### src/sv/kop_pkg.sv
// ----------------------------------------------------------------------------
// kop_pkg: shared types and constants for the Kepler orbit position block
// Fixed-point constants, the arctangent table, the controller state and
// command codes, and the structs passed between controller and datapath.
// ----------------------------------------------------------------------------
package kop_pkg;

	localparam int PATH_SEGMENTS = 360;
	localparam int KEPLER_ITERS  = 5;
	localparam int ITER_W        = $clog2(KEPLER_ITERS + 1);

	localparam int ANG_W         = 34;
	localparam int CORDIC_STEPS  = 24;
	localparam int CORDIC_CNT_W  = $clog2(CORDIC_STEPS);
	localparam int DIV_STEPS     = 64;
	localparam int DIV_CNT_W     = $clog2(DIV_STEPS);
	localparam int SQRT_W        = 58;
	localparam int SQRT_STEPS    = 29;
	localparam int SQRT_CNT_W    = $clog2(SQRT_STEPS);
	localparam int PROD_W        = 2 * ANG_W;

	localparam logic signed [ANG_W-1:0] PI_Q28       = 34'sd843314857;
	localparam logic signed [ANG_W-1:0] TWO_PI_Q28   = 34'sd1686629713;
	localparam logic signed [ANG_W-1:0] HALF_PI_Q28  = 34'sd421657428;
	localparam logic signed [ANG_W-1:0] CORDIC_K_Q28 = 34'sd163008219;

	localparam logic [31:0] PERIOD_RST   = 32'd65536;
	localparam logic [29:0] DISTANCE_RST = 30'd65536;

	// Register map index (byte address / 4)
	typedef enum logic [2:0] {
		REG_PERIOD   = 3'd0,
		REG_ECC      = 3'd1,
		REG_DISTANCE = 3'd2,
		REG_CENTER_X = 3'd3,
		REG_CENTER_Y = 3'd4,
		REG_CENTER_Z = 3'd5
	} reg_idx_t;

	typedef struct packed {
		logic [31:0]        orbit_period;
		logic [15:0]        ecc;
		logic [29:0]        mean_distance;
		logic signed [31:0] center_x;
		logic signed [31:0] center_y;
		logic signed [31:0] center_z;
	} cfg_t;

	typedef enum logic [4:0] {
		ST_IDLE, ST_RED_CHK, ST_RED_WAIT, ST_MUL_M, ST_DIV_M, ST_DIV_M_WAIT,
		ST_MUL_I, ST_DIV_I, ST_DIV_I_WAIT, ST_SC, ST_SC_WAIT, ST_MUL_K, ST_E_UPD,
		ST_MUL_EE, ST_SQ, ST_SQ_WAIT, ST_MUL_X, ST_X_TAKE, ST_MUL_S, ST_MUL_Z,
		ST_Z_TAKE, ST_OUT
	} state_t;

	typedef enum logic [4:0] {
		CMD_NONE, CMD_LOAD, CMD_DIV_RED, CMD_RED_TAKE, CMD_MUL_M, CMD_DIV_PROD,
		CMD_M_TAKE, CMD_MUL_I, CMD_I_TAKE, CMD_SC_START, CMD_MUL_K, CMD_E_TAKE,
		CMD_MUL_EE, CMD_SQ_START, CMD_MUL_X, CMD_X_TAKE, CMD_MUL_S, CMD_MUL_Z,
		CMD_Z_TAKE, CMD_OUT
	} cmd_t;

	typedef struct packed {
		logic red_need;
		logic div_done;
		logic cor_done;
		logic sq_done;
		logic out_free;
	} stat_t;

	// CORDIC arctangent of 2^-i in Q28
	function automatic logic signed [ANG_W-1:0] atan_step(input logic [CORDIC_CNT_W-1:0] i);
		logic signed [ANG_W-1:0] r;
		case (i)
			5'd0:    r = 34'sd210828714;
			5'd1:    r = 34'sd124459457;
			5'd2:    r = 34'sd65760959;
			5'd3:    r = 34'sd33381290;
			5'd4:    r = 34'sd16755422;
			5'd5:    r = 34'sd8385879;
			5'd6:    r = 34'sd4193963;
			5'd7:    r = 34'sd2097109;
			5'd8:    r = 34'sd1048571;
			5'd9:    r = 34'sd524287;
			default: r = 34'sd1 <<< (5'd28 - i);
		endcase
		return r;
	endfunction

	// Clamp a wide signed sum to the int32 range
	function automatic logic [31:0] sat32(input logic signed [40:0] v);
		logic [31:0] r;
		if (v > 41'sd2147483647) begin
			r = 32'h7fff_ffff;
		end else if (v < -41'sd2147483648) begin
			r = 32'h8000_0000;
		end else begin
			r = v[31:0];
		end
		return r;
	endfunction

endpackage

### src/sv/kop_ctrl.sv
// ----------------------------------------------------------------------------
// kop_ctrl: sequencer of the orbit position block
// Steps the datapath through period reduction, mean anomaly, path index,
// the Kepler iterations and the final position.
// ----------------------------------------------------------------------------
module kop_ctrl (
	input  logic             clk,
	input  logic             arst_n,
	input  logic             s_tvalid,
	output logic             s_tready,
	input  kop_pkg::stat_t   stat,
	output kop_pkg::cmd_t    cmd
);

	kop_pkg::state_t             state_q, state_d;
	logic [kop_pkg::ITER_W-1:0]  iter_q;
	logic                        last_iter;

	assign last_iter = iter_q == kop_pkg::ITER_W'(kop_pkg::KEPLER_ITERS);

	always_ff @(posedge clk or negedge arst_n) begin
		if (!arst_n) begin
			state_q <= kop_pkg::ST_IDLE;
			iter_q  <= '0;
		end else begin
			state_q <= state_d;
			if (cmd == kop_pkg::CMD_M_TAKE) begin
				iter_q <= '0;
			end else if (cmd == kop_pkg::CMD_E_TAKE) begin
				iter_q <= iter_q + 1'b1;
			end
		end
	end

	// Next state
	always_comb begin
		state_d = state_q;
		case (state_q)
			kop_pkg::ST_IDLE:       if (s_tvalid) state_d = kop_pkg::ST_RED_CHK;
			kop_pkg::ST_RED_CHK:    state_d = stat.red_need ? kop_pkg::ST_RED_WAIT
			                                                : kop_pkg::ST_MUL_M;
			kop_pkg::ST_RED_WAIT:   if (stat.div_done) state_d = kop_pkg::ST_MUL_M;
			kop_pkg::ST_MUL_M:      state_d = kop_pkg::ST_DIV_M;
			kop_pkg::ST_DIV_M:      state_d = kop_pkg::ST_DIV_M_WAIT;
			kop_pkg::ST_DIV_M_WAIT: if (stat.div_done) state_d = kop_pkg::ST_MUL_I;
			kop_pkg::ST_MUL_I:      state_d = kop_pkg::ST_DIV_I;
			kop_pkg::ST_DIV_I:      state_d = kop_pkg::ST_DIV_I_WAIT;
			kop_pkg::ST_DIV_I_WAIT: if (stat.div_done) state_d = kop_pkg::ST_SC;
			kop_pkg::ST_SC:         state_d = kop_pkg::ST_SC_WAIT;
			kop_pkg::ST_SC_WAIT: begin
				if (stat.cor_done) begin
					state_d = last_iter ? kop_pkg::ST_MUL_EE : kop_pkg::ST_MUL_K;
				end
			end
			kop_pkg::ST_MUL_K:      state_d = kop_pkg::ST_E_UPD;
			kop_pkg::ST_E_UPD:      state_d = kop_pkg::ST_SC;
			kop_pkg::ST_MUL_EE:     state_d = kop_pkg::ST_SQ;
			kop_pkg::ST_SQ:         state_d = kop_pkg::ST_SQ_WAIT;
			kop_pkg::ST_SQ_WAIT:    if (stat.sq_done) state_d = kop_pkg::ST_MUL_X;
			kop_pkg::ST_MUL_X:      state_d = kop_pkg::ST_X_TAKE;
			kop_pkg::ST_X_TAKE:     state_d = kop_pkg::ST_MUL_S;
			kop_pkg::ST_MUL_S:      state_d = kop_pkg::ST_MUL_Z;
			kop_pkg::ST_MUL_Z:      state_d = kop_pkg::ST_Z_TAKE;
			kop_pkg::ST_Z_TAKE:     state_d = kop_pkg::ST_OUT;
			kop_pkg::ST_OUT:        if (stat.out_free) state_d = kop_pkg::ST_IDLE;
			default:                state_d = kop_pkg::ST_IDLE;
		endcase
	end

	// Commands to the datapath
	always_comb begin
		cmd      = kop_pkg::CMD_NONE;
		s_tready = 1'b0;
		case (state_q)
			kop_pkg::ST_IDLE: begin
				s_tready = 1'b1;
				if (s_tvalid) cmd = kop_pkg::CMD_LOAD;
			end
			kop_pkg::ST_RED_CHK:    if (stat.red_need) cmd = kop_pkg::CMD_DIV_RED;
			kop_pkg::ST_RED_WAIT:   if (stat.div_done) cmd = kop_pkg::CMD_RED_TAKE;
			kop_pkg::ST_MUL_M:      cmd = kop_pkg::CMD_MUL_M;
			kop_pkg::ST_DIV_M:      cmd = kop_pkg::CMD_DIV_PROD;
			kop_pkg::ST_DIV_M_WAIT: if (stat.div_done) cmd = kop_pkg::CMD_M_TAKE;
			kop_pkg::ST_MUL_I:      cmd = kop_pkg::CMD_MUL_I;
			kop_pkg::ST_DIV_I:      cmd = kop_pkg::CMD_DIV_PROD;
			kop_pkg::ST_DIV_I_WAIT: if (stat.div_done) cmd = kop_pkg::CMD_I_TAKE;
			kop_pkg::ST_SC:         cmd = kop_pkg::CMD_SC_START;
			kop_pkg::ST_MUL_K:      cmd = kop_pkg::CMD_MUL_K;
			kop_pkg::ST_E_UPD:      cmd = kop_pkg::CMD_E_TAKE;
			kop_pkg::ST_MUL_EE:     cmd = kop_pkg::CMD_MUL_EE;
			kop_pkg::ST_SQ:         cmd = kop_pkg::CMD_SQ_START;
			kop_pkg::ST_MUL_X:      cmd = kop_pkg::CMD_MUL_X;
			kop_pkg::ST_X_TAKE:     cmd = kop_pkg::CMD_X_TAKE;
			kop_pkg::ST_MUL_S:      cmd = kop_pkg::CMD_MUL_S;
			kop_pkg::ST_MUL_Z:      cmd = kop_pkg::CMD_MUL_Z;
			kop_pkg::ST_Z_TAKE:     cmd = kop_pkg::CMD_Z_TAKE;
			kop_pkg::ST_OUT:        if (stat.out_free) cmd = kop_pkg::CMD_OUT;
			default:                cmd = kop_pkg::CMD_NONE;
		endcase
	end

endmodule

### config.mk
export PLATFORM = sky130hd
export DESIGN_NAME = kop_ctrl
export DESIGN_NICKNAME = d
export VERILOG_FILES = /design/src/sv/kop_pkg.sv /design/src/sv/kop_ctrl.sv
export SDC_FILE = /design/constraint.sdc
export NUM_CORES = 1
export LEC_CHECK = 0
export ABC_AREA = 1
export CAP_MARGIN = 20
export CORE_MARGIN = 1
export CORE_UTILIZATION = 25
export CTS_CLUSTER_SIZE = 40
export DETAILED_ROUTE_END_ITERATION = 6
export DONT_BUFFER_PORTS = 1
export PLACE_DENSITY = 0.47
export SLEW_MARGIN = 20
export SYNTH_ARGS = -nofsm -noshare
export SYNTH_HDL_FRONTEND = slang
export SYNTH_SLANG_ARGS = --single-unit
### constraint.sdc
create_clock -name clk -period 1.8 [get_ports clk]
set_input_delay 0.09 -clock clk [delete_from_list [all_inputs] [get_ports clk]]
set_output_delay 0.09 -clock clk [all_outputs]
set_load 0.01 [all_outputs]
## Word-level counts from Yosys, hierarchy flattened

Cells that the tools add are included.

- Bits in registers: 8

- Add/sub/neg operators: 1
- Equal/unequal tests: 31
- Muxes and demuxes: 20
- Reductions and logical operators: 4

Operators with widths:

| operator | number |
|---|---|
| $pmux 5 s22 | 1 |
| $pmux 5 s19 | 1 |
| $eq 5x4->1 const B | 9 |
| $mux 5 | 8 |
| $eq 5x5->1 const B | 6 |
| $eq 5x3->1 const B | 5 |
| $ne 2x2->1 const B | 7 |
| $mux 3 | 4 |
| $eq 5x2->1 const B | 2 |
| $reduce_and 7->1 | 1 |
| $eq 5x1->1 const B | 1 |
| $logic_not 5->1 | 1 |
| $mux 2 | 2 |
| $mux 4 | 1 |
| $add 3x1->3 const B | 1 |
| $eq 3x3->1 const B | 1 |
| $mux 1 | 3 |
| $reduce_bool 2->1 | 1 |
| $reduce_or 2->1 | 1 |

## Logic depth before layout (Yosys ltp)

- Depth after elaboration: 6
- Depth in mapped cells: 10
- Mapped depth without buffers: 9

## Worst setup path before layout

Ideal clock, no wire load.

- Path kind: register -> register
- Start point: reg state_q[0]
- End point: reg state_q[1]
- Library setup time: 0.116 ns
- Data arrival time: 1.187 ns
- Required time: 1.684 ns
- Slack: 0.497 ns
- Stages on the path, launching flop included: 9
- Path buffers: 0
- Period minus slack after synthesis: 1.303 ns
- Path through: dfrtp_1 -> nor2_2 -> nand2_2 -> nor2_4 -> nand2_1 -> nand2_2 -> nor2_4 -> nand3_1 -> nand2_1

- Word-level cells in the longest chain between the ends: 3
- Elaborated cells on any way between the ends: 31

Ends and longest elaborated chain:

| what | RTL line | RTL |
|---|---|---|
| start, declared | kop_ctrl.sv:15 | `kop_pkg::state_t state_q, state_d;` |
| start signal, assigned | kop_ctrl.sv:23 | `state_q <= kop_pkg::ST_IDLE;` |
| start signal, assigned | kop_ctrl.sv:26 | `state_q <= state_d;` |
| $eq 5x2->1 (tied with other cells) | kop_ctrl.sv:38 | `case (state_q)` |
| $ne 2x2->1 (no line) | n/a |  |
| $reduce_and 7->1 (no line) | n/a |  |

Several ways; a longest one is shown, not always the timed one.
A chain may end at the register's enable or synchronous reset.

## Worst setup path after layout

- Start point: reg state_q[3]
- End point: out cmd[1]

- Word-level cells in the longest chain between the ends: 3
- Elaborated cells on any way between the ends: 22

Ends and longest elaborated chain:

| what | RTL line | RTL |
|---|---|---|
| $eq 5x3->1 | kop_ctrl.sv:74 | `case (state_q)` |
| $reduce_or 2->1 (no line) | n/a |  |
| $pmux 5 s19 * | kop_ctrl.sv:74 |  |
| end, declared | kop_ctrl.sv:12 | `output kop_pkg::cmd_t cmd` |

Every way passes the cells marked *; elsewhere a longest branch is shown, timed or not.

==> impl_metrics.env <==
export IMPL_status="finished clean"
export IMPL_rsz0062_at_grt="false"
export IMPL_critPathCaptureType="primary output"
export IMPL_vdd_drop_max_uv=558
export IMPL_core_um2=3470
export IMPL_crit_arrival_ps=1600
export IMPL_clock_skew_ps=0.419
export IMPL_critPathKind="flop to primary output"
export IMPL_nets=160
export IMPL_critical_path_required_ps=1710
export IMPL_overflow=0
export IMPL_hold_class="input pin to flop"
export IMPL_place_gp_congestion=0.881
export IMPL_numCtsBuffers=3
export IMPL_grt_pass1_vias=937
export IMPL_syn_nets=156
export IMPL_crit_path_top_delay_cell="dfrtp_2"
export IMPL_final_common_cell="nand2_1"
export IMPL_p_per_area_nw_per_um2=1780
export IMPL_clock_path_buffers=2
export IMPL_dp_hpwl_mm=2.08
export IMPL_finalPower_uw=1840
export IMPL_drive_above_1_share=0.257
export IMPL_slowest_delay_ps=480
export IMPL_synth_seq_cells=8
export IMPL_netlist_top_cells_area="dfrtp_1, nand2_1, nand3_1"
export IMPL_ys_seq_area_frac=0.214
export IMPL_ios=14
export IMPL_antenna_cells=0
export IMPL_avgSynthCellArea_um2=6.39
export IMPL_ys_warn_count=0
export IMPL_antenna_found_initial=0
export IMPL_ant_nets=0
export IMPL_syn_to_final_growth_pct=10.9
export IMPL_clockRootBuffer="clkbuf_8"
export IMPL_vias_per_cell=4.99
export IMPL_fin_crit_sh=0.941
export IMPL_wl_per_cell_um=13.0
export IMPL_netlist_area_um2=933
export IMPL_worst_pin_slew_ps=376
export IMPL_hold_viol_final=0
export IMPL_synth_top_area_frac=0.214
export IMPL_startpoint_type="flop"
export IMPL_drtPass1Iterations=4
export IMPL_max_cap_violations=0
export IMPL_grt_max_degree=12
export IMPL_drt_iter0_drc=56
export IMPL_die_x_um=63.1
export IMPL_path_delay_family="simple AND/OR/NAND/NOR gates"
export IMPL_drc=0
export IMPL_vias=969
export IMPL_htree_levels=1
export IMPL_crit_buf_inv=1
export IMPL_start_util=0.269
export IMPL_die_h_um=63.1
export IMPL_finalCriticalPeriod_ps=1690
export IMPL_yosys_area_top_type="dfrtp_1"
export IMPL_p_leak_uw=0.000519
export IMPL_cts_sinks=8
export IMPL_crit_fanout=7
export IMPL_fp_dieArea_um2=3980
export IMPL_finalWirelength_mm=2.53
export IMPL_mostFrequentLayoutCells="nand2_1, nand3_1, inv_1"
export IMPL_timing_fmax_ghz=0.591
export IMPL_synth_cell_types=25
export IMPL_crit_chain="inv_2, nand2_2, nor2_2, nand3_1, nand4_1"
export IMPL_clk_latency_ps=230
export IMPL_grtUsageTotal=0.142
export IMPL_grt_pass1_wl_mm=4.38
export IMPL_slew_violations=0
export IMPL_path_clk_slew_ps=40
export IMPL_setup_viol=0
export IMPL_syn_instance_count=146
export IMPL_cts_tree="yes"
export IMPL_slew_headroom=0.749
export IMPL_core_rowCount=21
export IMPL_place_port_buffers=0
export IMPL_setup_tns_final_ps=0
export IMPL_cts_setup_buffers=0
[cell type report]
type | instances | area [um2]
Fill cell | 401 | 2430
Multi-Input combinational cell | 116 | 644
Sequential cell | 8 | 204
Inverter | 20 | 77.6
Tap cell | 46 | 57.6
Clock buffer | 3 | 41.3
Timing Repair Buffer | 1 | 10.0
[per-layer routing]
metal | up-vias | track usage | wire length (um)
li1 | 493 | - | -
met1 | 447 | 0.182 | 1160
met5 | - | 0 | 0
met4 | 0 | 0.0494 | 29
met3 | 5 | 0.0380 | 144
met2 | 24 | 0.227 | 1190
[Yosys cell counts (all sizes together)]
library cell / count
nor3: 5
nand3b: 3
dfrtp: 8
nand2: 44
o2111ai: 1
a211oi: 1
nor2: 21
inv: 20
o211ai: 2
a21oi: 5
xnor2: 1
nand4: 2
o21ai: 6
ha: 2
buf: 2
nand3: 23
[path summary, 6_finish.rpt]
kind                            cells after the start                    from  slack, ps                     end
worst max-delay path                                5  state_q[3]$_DFFE_PN0P_        110                  cmd[1]
worst min-delay path                                3                 stat[0]        100  state_q[4]$_DFFE_PN0P_
worst max register to register                      6  state_q[1]$_DFFE_PN0P_        300   iter_q[1]$_DFFE_PN0P_
worst min register to register                      1   iter_q[0]$_DFFE_PN0P_        510   iter_q[0]$_DFFE_PN0P_
max in group asynchronous                           1                  arst_n       1290  state_q[4]$_DFFE_PN0P_
min in group asynchronous                           1                  arst_n        220   iter_q[2]$_DFFE_PN0P_
[stage by stage]
step	instance area (um2)	hold WS (ps)	setup slack, ps	util	std cells
global route	1030	116	3.83	0.298	194
detailed placement	972	-205	126	0.280	190
global placement	972	-205	149	0.280	190
CTS	1030	102	17.6	0.297	194
finish	1030	99.5	107	0.298	194
floorplan	933	-206	497	-	146
[report_power, final]
group | total (uW) | internal, uW | switching [uW]
clock | 215 | 145 | 69.9
combinational | 1180 | 385 | 791
sequential | 449 | 267 | 182
total | 1840 | 797 | 1040
[logic make-up after synthesis]
kind of cell    after synthesis  share of synthesized area
compound gates               15                     0.0925
xor+xnor                      1                    0.00939
fa+ha+maj                     2                     0.0268
buf+inv                      22                      0.103
flops                         8                      0.214
simple gates                 98                      0.554
[state kept, by name (all words and copies together), names as in the netlist]
name and cells:
iter_q 3, state_q 5
[worst min-delay path, stage by stage]
cell and delay (ps):
inv_1 20, nand2_1 110, nand2_1 70
[what timing repair did]
item / CTS / global route
hold buffers: 1 / 0
setup endpoints to repair: 2 / 4
gates resized for setup: 1 / 5
pin swaps: 0 / 1
endpoints found under the hold margin: 8 / 0
Power figures use the tool's default switching activity.
